==> config.mk <==
export PLATFORM = sky130hd
export DESIGN_NAME = rvaa_front
export DESIGN_NICKNAME = d
export VERILOG_FILES = /design/src/sv/rvaa_pkg.sv /design/src/sv/rvaa_front.sv
export SDC_FILE = /design/constraint.sdc
export NUM_CORES = 1
export LEC_CHECK = 0
export BUFFER_PORTS_ARGS = -buffer_cell sky130_fd_sc_hd__buf_2
export CORE_MARGIN = 3
export CORE_UTILIZATION = 30
export DETAILED_ROUTE_END_ITERATION = 8
export PLACE_DENSITY_LB_ADDON = 0.12
export SYNTH_ARGS = -nofsm -noshare
export SYNTH_HDL_FRONTEND = slang
export SYNTH_SLANG_ARGS = --single-unit
==> constraint.sdc <==
create_clock -name vclk -period 17.5
set_clock_uncertainty 0.1 [all_clocks]
set_input_delay 0.875 -clock vclk [all_inputs]
set_output_delay 0.875 -clock vclk [all_outputs]
set_load 0.02 [all_outputs]
==> src/sv/rvaa_pkg.sv <==
// ----------------------------------------------------------------------------
// Axis-angle rotation package
// Shared types, widths and the CORDIC arctangent table for the rotation core.
// ----------------------------------------------------------------------------
package rvaa_pkg;

  // Field widths of the streaming items.
  localparam int COORD_W = 32;
  localparam int ANGLE_W = 16;

  // Internal number formats.
  localparam int TURN_W       = 32;  // angle as a 32-bit fraction of a turn
  localparam int UNIT_FRAC    = 30;  // fraction bits of unit axis, sin, cos
  localparam int MAG_W        = 30;  // prescaled axis magnitude width
  localparam int CX_W         = 34;  // CORDIC datapath width
  localparam int ATAN_ENTRIES = 24;

  // Queue depths between the channel ports and the datapath.
  localparam int QUEUE_DEPTH = 4;
  localparam int OUT_DEPTH   = 2;

  // Start value of the CORDIC x register, the inverse of the CORDIC gain.
  localparam logic [CX_W-1:0] CORDIC_GAIN = CX_W'(652032874);

  // Quadrant that the angle falls into after centering.
  typedef enum logic [1:0] {
    QUAD_0,
    QUAD_1,
    QUAD_2,
    QUAD_3
  } quad_e;

  // One input item.
  typedef struct packed {
    logic [COORD_W-1:0] point_x;
    logic [COORD_W-1:0] point_y;
    logic [COORD_W-1:0] point_z;
    logic [COORD_W-1:0] axis_x;
    logic [COORD_W-1:0] axis_y;
    logic [COORD_W-1:0] axis_z;
    logic [ANGLE_W-1:0] turn_fraction;
  } in_item_t;

  // One result item.
  typedef struct packed {
    logic [COORD_W-1:0] rotated_x;
    logic [COORD_W-1:0] rotated_y;
    logic [COORD_W-1:0] rotated_z;
    logic               zero_axis;
    logic               saturated;
  } out_item_t;

  // Classified item handed from the front end to the datapath.
  typedef struct packed {
    logic [2:0][COORD_W-1:0] point;
    logic [2:0]              neg;
    logic [2:0][MAG_W-1:0]   mag;
    logic                    zero;
    quad_e                   quad;
    logic [TURN_W-1:0]       resid;
  } cls_t;

  // atan(2^-i) where 2^32 is one full turn.
  function automatic logic [TURN_W-1:0] atan_turn(input int unsigned idx);
    logic [TURN_W-1:0] val;
    case (idx)
      0:       val = 32'd536870912;
      1:       val = 32'd316933406;
      2:       val = 32'd167458907;
      3:       val = 32'd85004756;
      4:       val = 32'd42667331;
      5:       val = 32'd21354465;
      6:       val = 32'd10679838;
      7:       val = 32'd5340245;
      8:       val = 32'd2670163;
      9:       val = 32'd1335087;
      10:      val = 32'd667544;
      11:      val = 32'd333772;
      12:      val = 32'd166886;
      13:      val = 32'd83443;
      14:      val = 32'd41722;
      15:      val = 32'd20861;
      16:      val = 32'd10430;
      17:      val = 32'd5215;
      18:      val = 32'd2608;
      19:      val = 32'd1304;
      20:      val = 32'd652;
      21:      val = 32'd326;
      22:      val = 32'd163;
      23:      val = 32'd81;
      default: val = '0;
    endcase
    return val;
  endfunction

endpackage

==> src/sv/rvaa_front.sv <==
// ----------------------------------------------------------------------------
// Rotation core front end
// Detects a zero axis, prescales the axis magnitudes and splits the angle.
// ----------------------------------------------------------------------------
module rvaa_front
  import rvaa_pkg::*;
(
  input  in_item_t in_item_i,
  output cls_t     cls_o
);

  logic [2:0][COORD_W-1:0] axis;
  logic [2:0][COORD_W-1:0] mag;
  logic [COORD_W-1:0]      mx;
  logic [6:0]              len;
  logic [6:0]              shr, shl;
  logic [TURN_W-1:0]       turn, centered;
  logic [1:0]              quad;

  assign axis[0] = in_item_i.axis_x;
  assign axis[1] = in_item_i.axis_y;
  assign axis[2] = in_item_i.axis_z;

  // Magnitudes and the bit length of the largest one.
  always_comb begin
    for (int i = 0; i < 3; i++) begin
      mag[i] = axis[i][COORD_W-1] ? (~axis[i] + 1'b1) : axis[i];
    end
    mx  = mag[0] | mag[1] | mag[2];
    len = '0;
    for (int b = 0; b < COORD_W; b++) begin
      if (mx[b]) begin
        len = 7'(b + 1);
      end
    end
    shr = (len > 7'(MAG_W)) ? len - 7'(MAG_W) : '0;
    shl = (len > 7'(MAG_W)) ? '0 : 7'(MAG_W) - len;
  end

  // Angle widened to a full 32-bit turn, centered and split by quadrant.
  assign turn     = {in_item_i.turn_fraction, {(TURN_W-ANGLE_W){1'b0}}};
  assign centered = turn + {3'b001, {(TURN_W-3){1'b0}}};
  assign quad     = centered[TURN_W-1 -: 2];

  always_comb begin
    cls_o.point[0] = in_item_i.point_x;
    cls_o.point[1] = in_item_i.point_y;
    cls_o.point[2] = in_item_i.point_z;
    for (int i = 0; i < 3; i++) begin
      cls_o.neg[i] = axis[i][COORD_W-1];
      if (len > 7'(MAG_W)) begin
        cls_o.mag[i] = MAG_W'(mag[i] >> shr);
      end else begin
        cls_o.mag[i] = MAG_W'(mag[i] << shl);
      end
    end
    cls_o.zero  = (mx == '0);
    cls_o.quad  = quad_e'(quad);
    cls_o.resid = turn - {quad, {(TURN_W-2){1'b0}}};
  end

endmodule

==> impl_metrics.toml <==
[sta]
maxSlewViolCount = 0
period_share_pct = 58.0
hold_violations = 0
period_needed_ns = 10.14
finalSetupViolations = 0
fmax_mhz = 98.6
setup_ws_ns = 7.36
worst_slew_pin_slew_ns = 1.25
finalSetupTns_ns = 0
slew_headroom_pct = 16.1
rsz0062_at_grt = "false"

[final_layout]
seqCellArea_um2 = 0
utilization_pct = 31.6
finalNetCount = 2164
nClkBuffers = 0
n_antenna_cell = 0
seq_cell_count = 0
drive_gt1_share_pct = 18.0
final_cell_mix = "231 x nand2_1, 198 x buf_2, 162 x nor2_1"
area_growth_syn_to_layout_pct = 3.67
fill_cells = 4607
stdcell_count = 2477
layout_commonest_cell = "nand2_1"

[grt]
antenna_found_initial = 2
grt_max_degree = 77
grt_use_total_pct = 34.9
grt_pass1_wl_um = 116000
first_global_vias = 16500
grt_remaining_overflow = 0

[synthesis]
syn_avg_cell_area_um2 = 6.35
synth_seq_area_share_pct = 0
yosys_warnings = 0
syn-cell-area_um2 = 12500
synth_cell_types = 98
syn_inst = 1970

[worst_hold_path]
hold_start = "in_item_i[192]"
hold_class = "in2out"
min_to = "cls_o[144]"
holdPathStages = 0

[route]
ant_nets = 0
drt-total-wl_um = 82100
drt-initial-drc-count = 2536
drt-vias-per-instance = 6.96
firstDrtPassIters = 8
vias = 17200
wl_per_cell_um = 33.1
drc = 0

[floorplanning]
die_w_um = 210
core_area_um2 = 41000
ios = 432
die_h_um = 210
die_area_um2 = 44200
initial_utilization_pct = 30.5
rows = 74

[setup_path]
critPathCaptureType = "output port"
cp.arrival_ns = 9.17
cp-start-kind = "input port"
crit_fanout = 39
worstPathRequired_ns = 16.52
crit_type = "in2out"

[power]
p_leak_nw = 4.95
ir_drop_mv = 0.0340
powerDensity_nw_per_um2 = 65.7

[placement]
dp_hpwl_um = 63400
port_buffers = 198
pre_cts_slack_ns = 7.67
dp.cells = 2477
gp_congestion = 1.01

[cts]
cts_setup_buffers = 0
cts_resized = 0
cts_hold_buffers = 0

[status]
outcome = "completed"

[job]
maxCapViolCount = 0
## power by group
group	internal, mW	switching, mW
Combinational	0.255	0.598
Clock	0	0
Sequential	0	0
Total	0.255	0.598
## per-stage QoR
step                total power [mW]  hold slack, ns  area, um^2
floorplan                      0.545            1.76       12600
global placement               0.827            1.65       13000
detailed placement             0.821            1.65       13000
CTS                            0.824            1.65       13000
global route                   0.887            1.65       13000
finish                         0.852            1.65       13000
## cell type report
| class | count | area [um^2] | share of cell area (%) |
|---|---|---|---|
| repair buffers | 256 | 1430 | 11.0 |
| well taps | 532 | 666 | 5.13 |
| multi-input cells | 1667 | 10800 | 83.2 |
| inverters | 22 | 82.6 | 0.637 |
## how the worst max path moves through the flow
stage                        from    endpoint  depth (start not counted)
CTS                 in_item_i[29]   cls_o[67]                         20
detailed placement  in_item_i[29]   cls_o[67]                         20
finish              in_item_i[29]   cls_o[67]                         19
global route        in_item_i[29]   cls_o[67]                         20
global placement    in_item_i[29]   cls_o[67]                         19
floorplan           in_item_i[53]  cls_o[111]                         27
## layer usage
layer / vias to the layer above / GRT usage, % / part of all wire [%] / wire length [um]
met5: - / 0 / 0 / 0
met4: 0 / 22.4 / 8.1 / 6680
met3: 335 / 5.97 / 9.7 / 7990
met2: 1305 / 57.3 / 45 / 36800
met1: 8204 / 42.4 / 37 / 30600
li1: 7388 / - / - / -
## cells in the mapped netlist, types with 51 or more instances
cell	number	area, um^2
o21ai_0	130	651
buf_2	72	360
a21oi_1	125	626
buf_4	138	1040
nor2_1	168	631
nand2_1	232	871
xor2_1	63	552
clkbuf_1	76	285
o22ai_1	83	519
mux2i_1	83	831
o211ai_1	51	383
nand3_1	73	365
## critical path, cell delays in order
cell and delay (ns):
buf_2 0.12, nor4_1 0.62, nand3b_1 0.50, o41ai_1 0.54, xor2_1 0.94, nand3_1 0.28, nor4_1 0.51, o21ai_1 0.41
and2_1 0.30, ha_1 0.30, nand2_1 0.13, a211oi_1 0.05, a211oi_1 0.93, mux2_2 0.72, nor2_2 0.19, buf_4 0.39
nand2_1 0.51, o221ai_1 0.56, buf_2 0.26
## logic make-up after synthesis
group | Yosys count | synth area share (%)
compound gates | 753 | 41.9
xor+xnor | 106 | 7.54
fa+ha+maj | 9 | 0.900
buf+inv | 318 | 14.6
mux | 117 | 9.72
other cells | 1 | 0.0300
simple gates | 666 | 25.2
Power figures use the tool's default switching activity.
