==> src/sv/rvaa_fifo.sv <==
// ----------------------------------------------------------------------------
// Rotation core queue
// Small register queue that decouples a producer from a consumer.
// ----------------------------------------------------------------------------
module rvaa_fifo #(
  parameter int WIDTH = 8,
  parameter int DEPTH = 4
) (
  input  logic             clk_i,
  input  logic             rst_ni,
  input  logic             wr_en_i,
  input  logic [WIDTH-1:0] wr_data_i,
  input  logic             rd_en_i,
  output logic [WIDTH-1:0] rd_data_o,
  output logic             full_o,
  output logic             empty_o
);

  localparam int PW = (DEPTH > 1) ? $clog2(DEPTH) : 1;
  localparam int CW = $clog2(DEPTH + 1);

  logic [WIDTH-1:0] mem_q [DEPTH];
  logic [PW-1:0]    wr_ptr_q, rd_ptr_q;
  logic [CW-1:0]    cnt_q;
  logic             wr, rd;

  assign full_o    = (cnt_q == CW'(DEPTH));
  assign empty_o   = (cnt_q == '0);
  assign wr        = wr_en_i && !full_o;
  assign rd        = rd_en_i && !empty_o;
  assign rd_data_o = mem_q[rd_ptr_q];

  // Pointers and fill count.
  always_ff @(posedge clk_i or negedge rst_ni) begin
    if (!rst_ni) begin
      wr_ptr_q <= '0;
      rd_ptr_q <= '0;
      cnt_q    <= '0;
    end else begin
      if (wr) begin
        wr_ptr_q <= (wr_ptr_q == PW'(DEPTH - 1)) ? '0 : wr_ptr_q + 1'b1;
      end
      if (rd) begin
        rd_ptr_q <= (rd_ptr_q == PW'(DEPTH - 1)) ? '0 : rd_ptr_q + 1'b1;
      end
      if (wr && !rd) begin
        cnt_q <= cnt_q + 1'b1;
      end else if (rd && !wr) begin
        cnt_q <= cnt_q - 1'b1;
      end
    end
  end

  // Storage.
  always_ff @(posedge clk_i) begin
    if (wr) begin
      mem_q[wr_ptr_q] <= wr_data_i;
    end
  end

endmodule

==> config.mk <==
export PLATFORM = sky130hd
export DESIGN_NAME = rvaa_fifo
export DESIGN_NICKNAME = d
export VERILOG_FILES = /design/src/sv/rvaa_fifo.sv
export SDC_FILE = /design/constraint.sdc
export NUM_CORES = 1
export LEC_CHECK = 0
export BUFFER_PORTS_ARGS = -buffer_cell sky130_fd_sc_hd__buf_2
export CAP_MARGIN = 20
export CORE_ASPECT_RATIO = 1.2
export CORE_MARGIN = 2
export CORE_UTILIZATION = 60
export DETAILED_ROUTE_END_ITERATION = 10
export HOLD_SLACK_MARGIN = 0.02
export MAX_ROUTING_LAYER = met4
export PLACE_DENSITY = 0.86
export RECOVER_POWER = 25
export SYNTH_ARGS = -nofsm -noshare
export SYNTH_HDL_FRONTEND = slang
export SYNTH_SLANG_ARGS = --single-unit
==> constraint.sdc <==
create_clock -name clk_i -period 2.75 [get_ports clk_i]
set_input_delay 0.4125 -clock clk_i [delete_from_list [all_inputs] [get_ports clk_i]]
set_output_delay 0.4125 -clock clk_i [all_outputs]
set_load 0.01 [all_outputs]
==> results.py, run 1 <==
metrics = {
    "floorplan": {
        "dieWidth_um": 51.40,
        "rows": 20,
        "io_pins": 22,
        "initial_core_util": 0.6338,
        "fp.dieH_um": 60.88,
        "dieArea_um2": 3129,
        "coreArea_um2": 2552,
    },
    "grt": {
        "grt_pass1_wl_um": 4229,
        "grt_antenna_before_repair": 0,
        "grt_usage": 0.2116,
        "grt-ovfl-total": 0,
        "grt_max_degree": 12,
        "grt_pass1_vias": 884,
    },
    "detailed_routing": {
        "viasPerCell": 5.600,
        "drt.antenna.violating_nets": 0,
        "vias": 784,
        "wl_um": 2628,
        "first_iter_violations": 14,
        "drc": 0,
        "dr.pass1.iters": 4,
        "avgRoutedWirePerCell_um": 18.77,
    },
    "clock_network": {
        "cts-htree-levels": 2,
        "numCtsBuffers": 5,
        "tritoncts": "yes",
        "clockRootBuffer": "clkbuf_4",
        "cts_resized": 0,
        "clkTransAtPathRegs_ns": 0.10,
        "clockBufferDepth": 2,
        "clk-insertion-delay-late_ns": 0.34,
        "postCtsHoldBufs": 1,
        "clock-sinks": 39,
        "post-cts-setup-buffers": 0,
    },
    "finish": {
        "drive_above_1_share": 0.3364,
        "synthToLayoutAreaGrowth_pct": 11.68,
        "final_nets": 125,
        "antennaDiodeCount": 0,
    },
    "sta": {
        "rsz0062_at_grt": "no",
        "final.setup.tns_ns": 0,
        "clock.fmax_ghz": 0.4451,
        "tightest_slew_ns": 0.7340,
        "period_share": 0.8170,
        "finalMaxSlewViolations": 0,
        "finClkSkew_ns": 0.004010,
        "setup_violations": 0,
        "relSlewSlack": 0.5088,
        "finalCriticalPeriod_ns": 2.247,
        "hold_viol_final": 0,
    },
    "power": {
        "p_leak_nw": 0.6797,
        "peakVddDrop_mv": 0.8965,
        "seq_power_share": 0.511,
        "combPwrFrac": 0.342,
        "power.total_mw": 1.852,
        "p_sw_frac": 0.3218,
        "clock_power_share": 0.147,
        "p_int_mw": 1.256,
        "p_sw_uw": 596.0,
        "power.density_nw_per_um2": 1025,
    },
    "synthesis": {
        "ys_warn_count": 0,
        "yosys.area_share.adder": 0.05878,
        "synth-xor-area-share": 0.01624,
        "synth-compound-area-share": 0,
        "synthCells": 79,
        "synth_area_um2": 1618,
        "avgSynthCellArea_um2": 20.48,
        "ys_seq_area_frac": 0.7022,
        "ys_seq_elements": 39,
        "synthSimpleGateAreaFrac": 0.05491,
        "synth_top_family_by_area": "multiplexers",
        "syn_nets": 98,
        "yosys.cell_types.count": 19,
        "muxShareOfSynthArea": 0.1555,
    },
    "critical_path": {
        "cp-start-kind": "register",
        "critPathKind": "reg2out",
        "end_kind": "output pin",
        "worstPathArrival_ns": 1.83,
        "crit_fanout": 11,
        "cp.required_ns": 2.34,
        "r2r_setup_slack_ns": 0.64,
    },
    "min_path": {
        "hold_class": "in2reg",
    },
    "placement": {
        "port_buffers": 21,
        "gp_congestion": 0.6670,
        "hpwlAfterDp_um": 1839,
    },
    "flow_run": {
        "max-cap-violations": 0,
    },
    "run_status": {
        "status": "complete, no violations",
    },
}
-- flip-flops by register name, indices dropped and copies added (netlist names) --
| name | flops |
|---|---|
| cnt_q | 3 |
| mem_q | 32 |
| rd_ptr_q | 2 |
| wr_ptr_q | 2 |
-- final cells by class --
class | count | area, um^2
Clock inverter | 1 | 5.005
Timing Repair Buffer | 22 | 106.4
Inverter | 3 | 11.26
Sequential cell | 39 | 1136
Fill cell | 195 | 745.7
Tap cell | 33 | 41.29
Clock buffer | 7 | 45.04
Multi-Input combinational cell | 35 | 461.7
-- power groups by stage --
stage	registers (mW)	clock network (mW)	logic (mW)
after detailed placement	0.960	0	0.642
final	0.946	0.272	0.633
after global placement	0.947	0	0.604
after floorplan	0.874	0	0.520
after global routing	0.968	0.302	0.695
after CTS	0.952	0.280	0.647
-- logic make-up after synthesis --
family,Yosys count
AND/OR/NAND/NOR,12
adder cells (fa/ha/maj),7
buffers and inverters,5
XOR/XNOR,3
flip-flops,39
multiplexers,13
-- metrics by stage --
stage	hold slack [ns]	cell area (um^2)	setup slack [ns]	utilization	instances
6_report	0.3040	1807	0.5034	0.7078	140
5_1_grt	0.2861	1807	0.3811	0.7078	140
3_3_place_gp	0.2499	1755	0.8547	0.6877	131
4_1_cts	0.2725	1815	0.4602	0.7113	140
2_1_floorplan	0.1169	1618	0.6731	-	79
3_5_place_dp	0.2580	1755	0.6292	0.6877	131
-- worst max-delay path, cell delays in order, from the launching register on --
cell and delay [ns]:
dfrtp_1 0.74, mux4_2 0.60, buf_2 0.16
-- worst paths after layout --
kind                                    startpoint  cells after the start                       to
setup / recovery           rd_ptr_q[0]$_DFFE_PN0P_                      2             rd_data_o[2]
hold / removal                        wr_data_i[4]                      1    mem_q[1][4]$_DFFE_PP_
setup reg to reg              cnt_q[0]$_DFFE_PN0P_                      8     cnt_q[2]$_DFFE_PN0P_
hold reg to reg               cnt_q[2]$_DFFE_PN0P_                      1     cnt_q[2]$_DFFE_PN0P_
max in group asynchronous                   rst_ni                      2  rd_ptr_q[0]$_DFFE_PN0P_
min in group asynchronous                   rst_ni                      2     cnt_q[0]$_DFFE_PN0P_
-- cells in the mapped netlist --
master	n	share of area
fa_1	1	0.012
nor2b_4	1	0.0085
edfxtp_1	32	0.59
xnor2_1	1	0.0054
mux2_4	4	0.037
inv_1	3	0.0070
mux4_2	8	0.11
nor2_1	4	0.0093
nor3b_4	1	0.012
mux2_2	1	0.0070
ha_1	6	0.046
nand2b_4	1	0.0085
xor2_1	2	0.011
and2_1	3	0.012
buf_2	1	0.0031
clkbuf_1	1	0.0023
dfrtp_1	7	0.11
nand2_1	1	0.0023
nor3_1	1	0.0031
-- per-layer routing --
layer | GRT usage | vias up | routed length [um]
met5 | - | - | 0
met4 | 0.09023 | 0 | 36
met3 | 0.08128 | 4 | 106
met2 | 0.3498 | 25 | 1420
met1 | 0.2286 | 398 | 1066
li1 | - | 357 | -
-- placed cells by master, fill, tap and decap left out, drive strengths merged, types with 2 or more instances in the layout --
cell / n
nor2: 4
ha: 6
edfxtp: 32
and2: 3
mux2: 5
mux4: 8
buf: 14
xor2: 2
clkbuf: 14
inv: 3
dfrtp: 7
Note: power is estimated with default switching activity, not from simulation.
==> inputs of run 2 (changes only) <==
--- a/config.mk
+++ b/config.mk
@@ -9,11 +9,11 @@
 export CAP_MARGIN = 20
 export CORE_ASPECT_RATIO = 1.2
 export CORE_MARGIN = 2
-export CORE_UTILIZATION = 60
+export CORE_UTILIZATION = 50
 export DETAILED_ROUTE_END_ITERATION = 10
 export HOLD_SLACK_MARGIN = 0.02
 export MAX_ROUTING_LAYER = met4
-export PLACE_DENSITY = 0.86
+export PLACE_DENSITY = 0.77
 export RECOVER_POWER = 25
 export SYNTH_ARGS = -nofsm -noshare
 export SYNTH_HDL_FRONTEND = slang
==> constraint.sdc (replaced) <==
create_clock -name clk_i -period 2 [get_ports clk_i]
set_input_delay 0.3 -clock clk_i [delete_from_list [all_inputs] [get_ports clk_i]]
set_output_delay 0.3 -clock clk_i [all_outputs]
set_load 0.01 [all_outputs]
==> run 2 against run 1 <==
Hold slack worse by 0.12 ns. Critical path depth up 6. Final cell count grew 6.4%. Combinational power grew 49%. Power is 44% higher. First-iteration DRC count fell by 7.1%. Sequential cell count unchanged. Setup slack worse by 0.43 ns. Clock power is 49% higher. Register-to-register slack got worse by 0.56 ns. Wire length is 4.1% lower. Clock skew up 0.010 ns.
==> results.py, run 2 (synthesized netlist as in run 1, its figures left out) <==
metrics = {
    "placement": {
        "gp_congestion": 0.6457,
        "port_buffers": 21,
        "dp.cells": 135,
        "hpwlAfterDp_um": 1704,
    },
    "critical_path": {
        "critPathKind": "reg2reg",
        "cp-start-kind": "register",
        "end_kind": "register",
        "startpoint": "cnt_q[1]$_DFFE_PN0P_",
        "rr_worst_depth": 8,
        "cp.required_ns": 2.26,
        "rr_startpoint": "cnt_q[1]$_DFFE_PN0P_",
        "worstPathArrival_ns": 2.19,
        "crit_fanout": 3,
        "r2r_end": "cnt_q[2]$_DFFE_PN0P_",
        "r2r_setup_slack_ns": 0.08,
    },
    "detailed_routing": {
        "avgRoutedWirePerCell_um": 16.91,
        "wl_um": 2519,
        "viasPerCell": 5.336,
        "dr.pass1.iters": 3,
        "drt.antenna.violating_nets": 0,
        "drc": 0,
        "first_iter_violations": 13,
        "vias": 795,
    },
    "finish": {
        "num-fill-cells": 242,
        "final_util": 0.6165,
        "final_common_cell": "edfxtp_1",
        "antennaDiodeCount": 0,
        "drive_above_1_share": 0.4513,
        "multiInputGateArea_um2": 488.0,
        "largest_register_ffs": 32,
        "reg_top3": "mem_q (32), cnt_q (3)",
        "layout_common_cells": "edfxtp_1 (32), buf_2 (15), mux4_2 (8)",
        "final_nets": 131,
        "synthToLayoutAreaGrowth_pct": 17.48,
        "instances_no_fill": 149,
        "largest_register": "mem_q",
        "seq_area_um2": 1144,
    },
    "clock_network": {
        "tritoncts": "yes",
        "numCtsBuffers": 5,
        "clock-sinks": 39,
        "clockBufferDepth": 2,
        "cts-htree-levels": 2,
        "clkTransAtPathRegs_ns": 0.11,
        "clk-insertion-delay-late_ns": 0.34,
        "clockRootBuffer": "clkbuf_4",
    },
    "floorplan": {
        "io_pins": 22,
        "initial_core_util": 0.5248,
        "dieArea_um2": 3708,
        "dieWidth_um": 55.93,
        "rows": 22,
        "fp.dieH_um": 66.31,
        "coreArea_um2": 3083,
    },
    "run_status": {
        "status": "complete, no violations",
    },
    "power": {
        "peakVddDrop_mv": 0.8150,
        "power.total_mw": 2.673,
        "power.density_nw_per_um2": 1406,
        "p_leak_nw": 0.7175,
    },
    "min_path": {
        "hold_class": "in2reg",
        "min-delay-start": "wr_data_i[7]",
        "hold_depth": 1,
        "whs_endpoint": "mem_q[1][7]$_DFFE_PP_",
    },
    "grt": {
        "grt_max_degree": 13,
        "grt_pass1_wl_um": 3988,
        "grt_usage": 0.1576,
        "grt_pass1_vias": 811,
        "grt-ovfl-total": 0,
        "grt_antenna_before_repair": 0,
    },
    "sta": {
        "relSlewSlack": 0.7090,
        "hold_viol_final": 0,
        "fin_hold_ws_ns": 0.1869,
        "period_share": 0.9623,
        "finalCriticalPeriod_ns": 1.925,
        "final.setup.tns_ns": 0,
        "tightest_slew_ns": 0.4365,
        "clock.fmax_ghz": 0.5196,
        "setup_violations": 0,
        "finalMaxSlewViolations": 0,
        "finClkSkew_ns": 0.01443,
    },
    "flow_run": {
        "max-cap-violations": 0,
    },
}
==> run 2: changes by cell type in the layout (fill, tap and decap cells not counted), sizes merged <==
cell / change
buf: +7
clkbuf: -1
==> run 2: how the worst max path moves through the flow <==
stage	slack [ns]	cells after the start	to
CTS	0.008	8	cnt_q[2]$_DFFE_PN0P_
floorplan	0.04	8	cnt_q[2]$_DFFE_PN0P_
detailed placement	0.003	8	cnt_q[2]$_DFFE_PN0P_
global route	-0.03	8	cnt_q[2]$_DFFE_PN0P_
finish	0.08	8	cnt_q[2]$_DFFE_PN0P_
global placement	0.04	8	cnt_q[2]$_DFFE_PN0P_
==> run 2: critical path: stages (launching register included) <==
cell      delay (ns)
dfrtp_2         0.47
nor3_4          0.22
nand2b_4        0.18
ha_4            0.14
inv_1           0.06
fa_2            0.33
xor2_1          0.15
nor2_1          0.16
xor2_1          0.16
==> run 2: final cells by class <==
| cell class | count | share of cell area |
|---|---|---|
| sequential | 39 | 0.6017 |
| multi-input combinational | 35 | 0.2567 |
| timing repair buffer | 28 | 0.08032 |
| clock buffer | 7 | 0.02897 |
| tap | 36 | 0.02370 |
| inverter | 3 | 0.005925 |
| clock inverter | 1 | 0.002633 |
==> run 2: repair_timing <==
action                                  in CTS  in global routing
hold buffers                                 1                  0
endpoints found under the hold margin        7                  0
resized for setup                            3                  6
pin swaps                                    0                  3
endpoints found under the setup margin       9                 10
buffers inserted                             1                  4
==> run 2: where the power goes <==
| part | switching, mW | internal [mW] |
|---|---|---|
| logic | 0.386 | 0.559 |
| clock network | 0.234 | 0.170 |
| registers | 0.210 | 1.11 |
| total | 0.831 | 1.84 |
==> run 2: per-layer routing <==
layer  routed length [um]  share of wire  GRT usage  vias up
met5                    0              0          -        -
met4                   53          0.021    0.06250        0
met3                  138          0.055    0.06262        6
met2                 1332           0.53     0.2679       24
met1                  995           0.39     0.1662      396
li1                     -              -          -      369
==> run 2: per-stage QoR <==
step	worst slack, ns	instance area (um^2)
after detailed placement	0.002991	1772
after global routing	-0.02752	1901
after global placement	0.03947	1772
after CTS	0.007913	1853
final	0.07536	1901
after floorplan	0.04420	1623
==> inputs of run 3 (changes only) <==
==> config.mk (replaced) <==
export PLATFORM = sky130hd
export DESIGN_NAME = rvaa_fifo
export DESIGN_NICKNAME = d
export VERILOG_FILES = /design/src/sv/rvaa_fifo.sv
export SDC_FILE = /design/constraint.sdc
export NUM_CORES = 1
export LEC_CHECK = 0
export CAP_MARGIN = 20
export CORE_ASPECT_RATIO = 1.2
export CORE_MARGIN = 4
export CORE_UTILIZATION = 55
export DETAILED_ROUTE_END_ITERATION = 10
export DONT_BUFFER_PORTS = 1
export HOLD_SLACK_MARGIN = 0.02
export MAX_ROUTING_LAYER = met4
export PLACE_DENSITY = 0.76
export RECOVER_POWER = 25
export SYNTH_ARGS = -nofsm -noshare
export SYNTH_HDL_FRONTEND = slang
export SYNTH_SLANG_ARGS = --single-unit
==> run 3 against run 2 <==
Via count decreased by 11%. Cell area decreased by 4.7%. Clock power increased by 28%. Maximum frequency decreased by 1.4%. Die area increased by 4.5%. Sequential share of layout area increased by 2.8 points. Wire length decreased by 6.5%. Non-clock buffer count decreased by 21. Critical path depth unchanged. Clock-buffer cell count decreased by 1.
==> results.py, run 3 (synthesized netlist as in run 1, its figures left out) <==
metrics = {
    "finish": {
        "multiInputGateArea_um2": 475.5,
        "instances_no_fill": 126,
        "synthToLayoutAreaGrowth_pct": 11.91,
        "final_util": 0.6440,
        "drive_above_1_share": 0.3804,
        "largest_register_ffs": 32,
        "layout_common_cells": "edfxtp_1 (32), mux4_2 (8), buf_4 (6)",
        "final_nets": 110,
        "reg_top3": "mem_q (32), cnt_q (3)",
        "num-fill-cells": 185,
        "stdcell_area_um2": 1810,
        "final_common_cell": "edfxtp_1",
        "antennaDiodeCount": 0,
        "largest_register": "mem_q",
        "seq_area_um2": 1140,
    },
    "clock_network": {
        "clk-insertion-delay-late_ns": 0.32,
        "numCtsBuffers": 5,
        "tritoncts": "yes",
        "clockRootBuffer": "clkbuf_4",
        "clock-sinks": 39,
        "clockBufferDepth": 2,
        "clkTransAtPathRegs_ns": 0.11,
        "cts-htree-levels": 2,
    },
    "detailed_routing": {
        "wl_um": 2356,
        "vias": 704,
        "viasPerCell": 5.587,
        "avgRoutedWirePerCell_um": 18.70,
        "drc": 0,
        "drt.antenna.violating_nets": 0,
        "dr.pass1.iters": 4,
        "first_iter_violations": 19,
    },
    "run_status": {
        "status": "complete, no violations",
    },
    "sta": {
        "clock.fmax_ghz": 0.5122,
        "setup_violations": 0,
        "finalMaxSlewViolations": 0,
        "finalCriticalPeriod_ns": 1.952,
        "fin_hold_ws_ns": 0.07053,
        "tightest_slew_ns": 0.7362,
        "hold_viol_final": 0,
        "period_share": 0.9762,
        "relSlewSlack": 0.5074,
        "finClkSkew_ns": 0.006419,
    },
    "grt": {
        "grt_pass1_vias": 785,
        "grt-ovfl-total": 0,
        "grt_max_degree": 13,
        "grt_pass1_wl_um": 3726,
        "grt_antenna_before_repair": 0,
        "grt_usage": 0.1396,
    },
    "critical_path": {
        "rr_worst_depth": 8,
        "critPathKind": "reg2reg",
        "rr_startpoint": "cnt_q[1]$_DFFE_PN0P_",
        "r2r_end": "cnt_q[2]$_DFFE_PN0P_",
        "worstPathArrival_ns": 2.20,
        "cp.required_ns": 2.25,
        "worstPathCellList": "nor3_4 > nand2b_4 > ha_2 > inv_1 > fa_1 > xor2_1 > nor2_1 > xor2_1",
        "crit_fanout": 4,
        "critPathTopFamily": "adder cells",
        "crit_top_cell": "xor2_1",
        "cp-start-kind": "register",
        "critical_path_buf_inv_count": 1,
        "critPathSlowestCell": "dfrtp_2",
        "worst-path-stages": 8,
        "max_stage_delay_ns": 0.47,
        "end_kind": "register",
        "r2r_setup_slack_ns": 0.05,
    },
    "floorplan": {
        "io_pins": 22,
        "dieArea_um2": 3877,
        "rows": 21,
        "coreArea_um2": 2811,
        "initial_core_util": 0.5754,
        "fp.dieH_um": 67.41,
        "dieWidth_um": 57.51,
    },
    "placement": {
        "dpl_cell_area_um2": 1679,
        "dp.cells": 114,
        "gp_congestion": 0.7978,
        "port_buffers": 0,
        "hpwlAfterDp_um": 1678,
    },
    "flow_run": {
        "max-cap-violations": 0,
    },
    "power": {
        "peakVddDrop_mv": 0.9039,
        "power.density_nw_per_um2": 1471,
        "p_leak_nw": 0.6614,
        "power.total_mw": 2.663,
    },
    "min_path": {
        "hold_class": "in2reg",
        "min-delay-start": "wr_data_i[3]",
        "whs_endpoint": "mem_q[2][3]$_DFFE_PP_",
        "hold_depth": 0,
    },
}
run 3: timing repair:
item                                   CTS  global route
resized for setup                        1             4
endpoints found under the hold margin    7             0
setup endpoints to repair                8             2
hold buffers                             1             0
setup buffers                            0             3
run 3: stage by stage:
stage                     setup TNS, ns  worst slack (ns)
after floorplan                       0           0.04420
after global placement                0            0.1202
after detailed placement              0           0.02593
after CTS                             0          0.006376
after global routing           -0.03280          -0.03280
final                                 0           0.04756
run 3: worst max path at each step:
stage	startpoint	to	slack, ns
final	cnt_q[1]$_DFFE_PN0P_	cnt_q[2]$_DFFE_PN0P_	0.05
after global routing	cnt_q[1]$_DFFE_PN0P_	cnt_q[2]$_DFFE_PN0P_	-0.03
after global placement	cnt_q[1]$_DFFE_PN0P_	cnt_q[2]$_DFFE_PN0P_	0.12
after detailed placement	cnt_q[1]$_DFFE_PN0P_	cnt_q[2]$_DFFE_PN0P_	0.03
after floorplan	cnt_q[1]$_DFFE_PN0P_	cnt_q[2]$_DFFE_PN0P_	0.04
after CTS	cnt_q[1]$_DFFE_PN0P_	cnt_q[2]$_DFFE_PN0P_	0.006
run 3: layer usage:
| metal | share of wire | up-vias | GRT usage |
|---|---|---|---|
| li1 | - | 325 | - |
| met1 | 0.37 | 361 | 0.1434 |
| met2 | 0.56 | 16 | 0.2331 |
| met3 | 0.066 | 2 | 0.07075 |
| met4 | 0.0059 | 0 | 0.04348 |
| met5 | 0 | - | - |
run 3: power breakdown:
| group | total (mW) | switching, mW | leakage, nW | internal, mW |
|---|---|---|---|---|
| registers | 1.32 | 0.209 | 0.372 | 1.11 |
| clock network | 0.519 | 0.223 | 0.0482 | 0.295 |
| logic | 0.829 | 0.357 | 0.241 | 0.472 |
run 3: cell type report:
cell class | count | area share
flip-flops and latches | 39 | 0.6296
multi-input cells | 35 | 0.2626
clock inverters | 2 | 0.01935
well taps | 34 | 0.02350
inverters | 3 | 0.006220
repair buffers | 7 | 0.03041
clock buffers | 6 | 0.02833
